$ cat config.mk
export PLATFORM = sky130hd
export DESIGN_NAME = ipacl_cell
export DESIGN_NICKNAME = d
export VERILOG_FILES = /design/src/sv/ipacl_pkg.sv /design/src/sv/ipacl_cell.sv
export SDC_FILE = /design/constraint.sdc
export NUM_CORES = 1
export LEC_CHECK = 0
export BUFFER_PORTS_ARGS = -buffer_cell sky130_fd_sc_hd__buf_4
export CAP_MARGIN = 20
export CORE_MARGIN = 2
export CORE_UTILIZATION = 45
export DETAILED_ROUTE_END_ITERATION = 10
export HOLD_SLACK_MARGIN = 0.06
export PLACE_DENSITY = 0.71
export SYNTH_ARGS = -nofsm -noshare
export SYNTH_HDL_FRONTEND = slang
export SYNTH_SLANG_ARGS = --single-unit
$ cat constraint.sdc
create_clock -name i_clk -period 8.1 [get_ports i_clk]
set_clock_uncertainty 0.2 [all_clocks]
set_input_delay 0.405 -clock i_clk [delete_from_list [all_inputs] [get_ports i_clk]]
set_output_delay 0.405 -clock i_clk [all_outputs]
set_load 0.005 [all_outputs]
$ cat src/sv/ipacl_pkg.sv
package ipacl_pkg;

    localparam int SLOTS_DEF  = 16;
    localparam int SLOT_W     = 4;
    localparam int PREFIX_W   = 8;
    localparam int HALF_W     = 64;
    localparam int V4_BITS    = 32;
    localparam int V6_BITS    = 128;
    localparam int IN_DATA_W  = 144;
    localparam int OUT_DATA_W = 8;

    localparam logic [31:0] MAPPED_TAG = 32'h0000_FFFF;

    localparam logic OP_WRITE = 1'b0;
    localparam logic OP_QUERY = 1'b1;

    typedef struct packed {
        logic                store;
        logic                is_v6;
        logic [PREFIX_W-1:0] prefix_len;
        logic [HALF_W-1:0]   addr_high;
        logic [HALF_W-1:0]   addr_low;
    } t_wr;

    typedef struct packed {
        logic              use_v4;
        logic [HALF_W-1:0] addr_high;
        logic [HALF_W-1:0] addr_low;
    } t_query;

    typedef struct packed {
        logic              run;
        logic              found;
        logic [SLOT_W-1:0] slot;
    } t_scan;

    function automatic logic [31:0] f_v4_mask(input logic [PREFIX_W-1:0] p);
        logic [31:0] m;
        m = '0;
        if (p != '0 && p <= PREFIX_W'(V4_BITS)) begin
            m = 32'hFFFF_FFFF << (6'd32 - p[5:0]);
        end
        return m;
    endfunction

    function automatic logic [127:0] f_v6_mask(input logic [PREFIX_W-1:0] p);
        logic [127:0] m;
        m = '0;
        if (p != '0 && p <= PREFIX_W'(V6_BITS)) begin
            m = {128{1'b1}} << (8'd128 - p);
        end
        return m;
    endfunction

endpackage

$ cat src/sv/ipacl_cell.sv
module ipacl_cell
    import ipacl_pkg::*;
#(
    parameter int INDEX = 0
) (
    input  logic   i_clk,
    input  logic   i_rst_n,
    input  logic   i_wr_sel,
    input  t_wr    i_wr,
    input  t_query i_query,
    input  t_scan  i_scan,
    output t_scan  o_scan
);

    logic              r_valid;
    logic              r_family;
    logic              r_never;
    logic [HALF_W-1:0] r_mask_high;
    logic [HALF_W-1:0] r_mask_low;
    logic [HALF_W-1:0] r_high;
    logic [HALF_W-1:0] r_low;
    t_scan             r_scan;

    logic [127:0] w_v6_mask;
    logic [31:0]  w_v4_mask;
    logic         w_v4_hit;
    logic         w_v6_hit;
    logic         w_hit;
    t_scan        n_scan;

    assign w_v6_mask = f_v6_mask(i_wr.prefix_len);
    assign w_v4_mask = f_v4_mask(i_wr.prefix_len);

    always_ff @(posedge i_clk) begin
        if (!i_rst_n) begin
            r_valid <= 1'b0;
        end else if (i_wr_sel) begin
            r_valid <= i_wr.store;
        end
    end

    always_ff @(posedge i_clk) begin
        if (i_wr_sel && i_wr.store) begin
            r_family <= i_wr.is_v6;
            r_never  <= i_wr.is_v6 && (i_wr.prefix_len > PREFIX_W'(V6_BITS));
            if (i_wr.is_v6) begin
                r_mask_high <= w_v6_mask[127:64];
                r_mask_low  <= w_v6_mask[63:0];
                r_high      <= i_wr.addr_high;
                r_low       <= i_wr.addr_low;
            end else begin
                r_mask_high <= '0;
                r_mask_low  <= {32'b0, w_v4_mask};
                r_high      <= '0;
                r_low       <= {32'b0, i_wr.addr_low[31:0] & w_v4_mask};
            end
        end
    end

    always_comb begin
        w_v4_hit = !r_family && i_query.use_v4 &&
                   ((i_query.addr_low[31:0] & r_mask_low[31:0]) == r_low[31:0]);
        w_v6_hit = r_family && !i_query.use_v4 && !r_never &&
                   (((i_query.addr_high ^ r_high) & r_mask_high) == '0) &&
                   (((i_query.addr_low ^ r_low) & r_mask_low) == '0);
        w_hit = r_valid && (w_v4_hit || w_v6_hit);
        n_scan.run   = i_scan.run;
        n_scan.found = i_scan.found || (i_scan.run && w_hit);
        n_scan.slot  = i_scan.found ? i_scan.slot : SLOT_W'(INDEX);
    end

    always_ff @(posedge i_clk) begin
        if (!i_rst_n) begin
            r_scan <= '0;
        end else begin
            r_scan <= n_scan;
        end
    end

    assign o_scan = r_scan;

endmodule

==> metrics.cfg, run 1 <==
[outcome]
status = finished, final reports clean

[clocking]
cts_resized = 0
cts_tree = built
path_clk_slew_ns = 0.07
cts-root-buf = clkbuf_16
cts_buffers = 28
worstSkewPairLatency_ns = 0.56
cts_max_level = 1
clk_path_buf_depth = 3
cts_sinks = 265

[pwr]
peakVddDrop_uv = 158
leakage_nw = 6.58
p_per_area_nw_per_um2 = 207

[worst_setup_path]
cp.arrival_ns = 3.39
r2r_slack_ns = 5.10
critPathMaxFanout = 54
worstPathRequired_ns = 8.16
path_class = input port to flip-flop
cp-end-kind = flip-flop
startpoint_type = input port

[synthesis]
synthAdderAreaFrac_pct = 0.408
synthXorXnorAreaFrac_pct = 7.28
ys_async_sr_fraction_pct = 0
synth_nets = 1274
syn_inst = 994
yosys_warnings = 0
netlist_area_um2 = 12300
synth_edf_count = 258
synth-simple-area-share_pct = 14.4
seq_area_frac_synth_pct = 64.3
synthDistinctLibCells = 50
synth_compound_area_share_pct = 11.6
netlist_top_cells_area = edfxtp_1 63%, xor2_1 7.0%, and2_1 6.0%
synth_seq_cells = 265
post_synth_mux_area_share_pct = 0
avgSynthCellArea_um2 = 12.3
yosysMostFrequentCell = edfxtp_1
synth_largest_area_cell = edfxtp_1
yosysTopAreaCellShare_pct = 63.1
synth_common_cells = 258 x edfxtp_1, 117 x and2_1, 98 x xor2_1
synthFlopType = edfxtp_1
synth_top_family_by_area = simple AND/OR/NAND/NOR gates

[layout]
drive_above_1_share_pct = 24.4
nets = 1690
fill_cells = 2013
stdcell_count = 1775
area_delta_synth_final_pct = 39.9
fin_area_um2 = 17200

[global_routing]
grt_first_pass_wirelength_mm = 55.1
grt_overflow = 0
first_global_vias = 9766
grt_usage_pct = 25.7
antenna_found_initial = 2
grt_max_degree = 121

[floorplanning]
pin_count = 282
coreArea_um2 = 26900
die_h_um = 169
start_util_pct = 45.7
dieArea_um2 = 28600
die-width_um = 169
num_rows = 60

[sta]
finalMaxSlewViolations = 0
post-route-period-util_pct = 41.2
grt_setup_unrepaired = no
slew_headroom_pct = 23.4
setup_tns_ns = 0
worstMarginPinSlew_ns = 1.14
hold_ws_ns = 0.0828
fmax_ghz = 0.300
min_period_ns = 3.33
final_hold_viol_count = 0
setup_violations = 0

[placed_design]
gp_congestion = 0.965
hpwl_mm = 26.1
port_buffers = 281
dp.cells = 1579
placed_area_um2 = 14700

[detailed_routing]
viasPerCell = 5.48
dr.pass1.iters = 8
wl_per_cell_um = 21.3
drt_iter0_drc = 1217
num_vias = 9724
totalWireLength_mm = 37.8
drc = 0
final_antenna_net_count = 0

[worst_hold_path]
hold_path.class = input port to flip-flop

[job]
drv_cap = 0

[routing by layer]
| metal | up-vias | part of all wire, % | GRT usage [%] |
|---|---|---|---|
| met1 | 4561 | 38 | 33.2 |
| met3 | 93 | 10 | 5.92 |
| met2 | 582 | 48 | 42.9 |
| met5 | - | 0 | 0 |
| met4 | 0 | 3.4 | 8.84 |
| li1 | 4488 | - | - |
[per-stage QoR]
stage | power, mW | util (%) | setup WS [ns]
finish | 3.55 | 63.9 | 4.77
global route | 3.65 | 63.9 | 4.58
CTS | 3.55 | 63.8 | 4.86
detailed placement | 2.09 | 54.7 | 4.32
global placement | 2.08 | 54.7 | 4.49
floorplan | 1.88 | - | 0.997
[cells in the final DEF (no fill, tap or decap), types with 5 or more instances in the layout]
master	n
buf_4	288
edfxtp_1	258
dlygate4sd3_1	142
and2_1	116
xor2_1	98
nand2_1	86
nor2_1	62
o21ai_0	58
a21oi_1	48
a22oi_1	39
clkbuf_16	29
o22ai_1	28
nand4_1	14
inv_1	13
o21a_1	12
a22o_1	11
a221oi_1	11
and3_1	9
nor4_1	8
or3_1	7
dfxtp_1	7
nor3_1	6
bufinv_16	6
nand3b_1	5
nor2b_1	5
[power by group]
group / internal (mW) / total (mW) / switching [mW]
clock: 0.872 / 1.42 / 0.547
combinational: 0.231 / 0.468 / 0.237
sequential: 1.61 / 1.66 / 0.0480
total: 2.71 / 3.55 / 0.832
[state kept, by name (all words and copies together), names as in the netlist]
signal	count
r_mask_high	64
r_low	64
o_scan	6
r_valid	1
r_family	1
r_never	1
r_mask_low	64
r_high	64
[cell type report]
type                            count  area (µm²)  share of cell area, %
Sequential cell                   265        7890                   46.0
Multi-Input combinational cell    669        4150                   24.2
Timing Repair Buffer              431        3600                   21.0
Clock buffer                       34         774                   4.51
Tap cell                          341         427                   2.49
Clock inverter                     18         258                   1.50
Inverter                           15        56.3                  0.328
Antenna cell                        2        5.00                 0.0292
[what timing repair did]
| item | 4_1_cts | 5_1_grt |
|---|---|---|
| endpoints found under the hold margin | 135 | 0 |
| setup endpoints to repair | 0 | 0 |
| hold buffers | 142 | 0 |
| setup buffers | 0 | 0 |
[final timing paths]
path | startpoint | cells past startpoint | to
hold reg to reg | r_valid | 4 | o_scan[4]
setup reg to reg | r_low[40] | 7 | o_scan[4]
hold / removal | i_query[6] | 4 | o_scan[4]
setup / recovery | i_wr[129] | 10 | r_mask_high[55]
[critical path, cell delays in order]
cell and delay [ns]:
buf_4 0.12, inv_1 0.07, ha_1 0.23, nor4b_2 0.37, and2b_1 0.19, xnor2_1 0.11, buf_4 0.21, or2_2 0.71
and2_1 0.71, o21ai_0 0.25
[cells by family after synthesis]
logic type               Yosys count
XOR/XNOR                         102
AO/OA/AOI/OAI                    225
flip-flops                       265
adder cells (fa/ha/maj)            4
AND/OR/NAND/NOR                  338
buffers and inverters             60
(Power assumes the default switching activity.)
==> run 2, diff against run 1 <==
- clock period: 8.1 -> 3.2 ns (I/O delays scaled with it)
==> run 2 against run 1 <==
  * Clock-buffer cell count is the same
  * Flip-flop and latch count unchanged
  * Largest cell class unchanged
  * Power is 140% higher
  * Sequential power grew to 2.5 times the previous value
  * Sequential share of layout area decreased by 0.94 points
  * Wire length grew 3.9%
  * Core utilization up 1.3 points
  * Largest power group unchanged
  * Worst setup slack lost 4.5 ns
  * Final cell count grew 2.8%
  * Final area rose by 2.1%
==> metrics.cfg, run 2 (same netlist as run 1, synthesis figures left out) <==
[floorplanning]
dieArea_um2 = 28600  ; unchanged
coreArea_um2 = 26900  ; unchanged
pin_count = 282  ; unchanged
num_rows = 60  ; unchanged
die_h_um = 169  ; unchanged
start_util_pct = 45.7  ; unchanged
die-width_um = 169  ; unchanged

[pwr]
power_frac_clock_pct = 36.4  ; -3.6 points
p_comb_share_pct = 14.6  ; +1.4 points
swShare_pct = 24.0  ; +0.57 points
leakage_nw = 6.79  ; +3.2%
internal-power_mw = 6.52  ; +140%
seqPwrFrac_pct = 49.0  ; +2.2 points
p_switching_mw = 2.06  ; +150%
peakVddDrop_uv = 672  ; +330%
p_per_area_nw_per_um2 = 490  ; +140%

[clocking]
path_clk_slew_ns = 0.06  ; about the same
cts_max_level = 1  ; unchanged
cts-root-buf = clkbuf_16
cts_buffers = 28  ; unchanged
clk_path_buf_depth = 3  ; unchanged
worstSkewPairLatency_ns = 0.54  ; -0.02 ns
cts_sinks = 265  ; unchanged
ctsHoldBuffers = 174  ; +23%
cts_resized = 0  ; unchanged
cts_tree = built
post_cts_buffers = 0  ; unchanged

[sta]
post-route-period-util_pct = 90.5
layout_setup_ws_ns = 0.304  ; -4.46 ns
hold_ws_ns = 0.0996  ; +0.0168 ns
setup_tns_ns = 0  ; unchanged
slew_headroom_pct = 35.2  ; +12 points
min_period_ns = 2.90
fmax_ghz = 0.345
setup_violations = 0  ; unchanged
finalMaxSlewViolations = 0  ; unchanged
final_hold_viol_count = 0  ; unchanged
worstMarginPinSlew_ns = 0.963  ; -0.178 ns
grt_setup_unrepaired = no

[detailed_routing]
drt_iter0_drc = 1180  ; -3.0%
wl_per_cell_um = 21.5  ; +1.0%
drc = 0  ; unchanged
totalWireLength_mm = 39.3  ; +3.9%
final_antenna_net_count = 0  ; unchanged
num_vias = 10000  ; +3.0%
viasPerCell = 5.49  ; +0.14%
dr.pass1.iters = 6  ; -2

[global_routing]
grt_usage_pct = 26.7  ; +0.97 points
grt_first_pass_wirelength_mm = 57.5  ; +4.4%
first_global_vias = 10100  ; +3.1%
grt_max_degree = 96  ; -21%
grt_overflow = 0  ; unchanged
antenna_found_initial = 0  ; -2

[layout]
nets = 1745  ; +3.3%
final_common_cell = buf_4
diodes = 0  ; -2
drive_above_1_share_pct = 24.4  ; -0.048 points
final_cell_mix = 308 x buf_4, 258 x edfxtp_1, 174 x dlygate4sd3_1
area_delta_synth_final_pct = 42.8
stdcell_count = 1825  ; +2.8%

[placed_design]
dpl_worst_slack_ns = 0.268  ; -4.05 ns
gp_congestion = 0.945  ; -2.1%
dp.cells = 1602  ; +1.5%
hpwl_mm = 27.6  ; +6.0%
port_buffers = 281  ; unchanged

[worst_setup_path]
r2r_start = r_mask_low[2]
cp.arrival_ns = 3.10  ; -0.29 ns
cp-end-kind = flip-flop
startpoint_type = input port
path_class = input port to flip-flop
worstPathRequired_ns = 3.41  ; -4.75 ns
endpoint = r_low[5]
critPathMaxFanout = 12  ; -78%
r2r_slack_ns = 0.36  ; -4.74 ns
crit_start = i_wr[132]
rr_worst_depth = 7  ; unchanged
r2r_end = o_scan[4]

[job]
drv_cap = 0  ; unchanged

[worst_hold_path]
hold_path.class = input port to flip-flop

[outcome]
status = finished, final reports clean

-- run 2: per-stage QoR --
step | utilization, % | power [mW] | instance area, µm²
2_1_floorplan | - | 4.74 | 12300
3_3_place_gp | 55.5 | 5.33 | 14900
3_5_place_dp | 55.5 | 5.34 | 14900
4_1_cts | 65.2 | 8.60 | 17500
5_1_grt | 65.2 | 8.83 | 17500
6_report | 65.2 | 8.59 | 17500
-- run 2: area by class of cell --
class                      count  area (µm²)
timing repair buffer         486        4130
fill                        2035        9350
tap                          341         427
sequential                   265        7890
multi-input combinational    669        4150
clock buffer                  34         744
clock inverter                15         120
inverter                      15        56.3
-- run 2: per-layer routing --
layer  up-vias  routed length, µm  part of all wire, %  track usage [%]
met2       512              19000                   49             44.8
met5         -                  0                    0                0
met4         0               1070                  2.7             7.28
li1       4599                  -                    -                -
met1      4831              15800                   40             35.7
met3        70               3380                  8.6             5.12
-- run 2: worst min-delay path by stage --
stage	end	cells after the start	startpoint
4_1_cts	r_low[17]	2	i_wr[137]
6_report	r_low[17]	2	i_wr[137]
2_1_floorplan	r_family	0	i_wr[136]
3_5_place_dp	o_scan[3]	2	i_scan[3]
3_3_place_gp	o_scan[3]	2	i_scan[3]
5_1_grt	r_low[17]	2	i_wr[137]
-- run 2: power by group through the flow --
stage	Clock (mW)	Sequential, mW	Combinational (mW)
2_1_floorplan	0	4.23	0.511
4_1_cts	3.15	4.20	1.25
3_3_place_gp	0	4.27	1.06
5_1_grt	3.25	4.22	1.35
6_report	3.12	4.21	1.26
3_5_place_dp	0	4.27	1.06
-- run 2: critical path: stages --
cell           delay, ns
dlygate4sd3_1       0.52
buf_4               0.15
nor3_2              0.06
and2_4              0.17
or3_1               0.36
a211o_1             0.36
buf_4               0.22
nand2b_1            0.25
nor2_1              0.18
o21a_1              0.13
dlygate4sd3_1       0.54
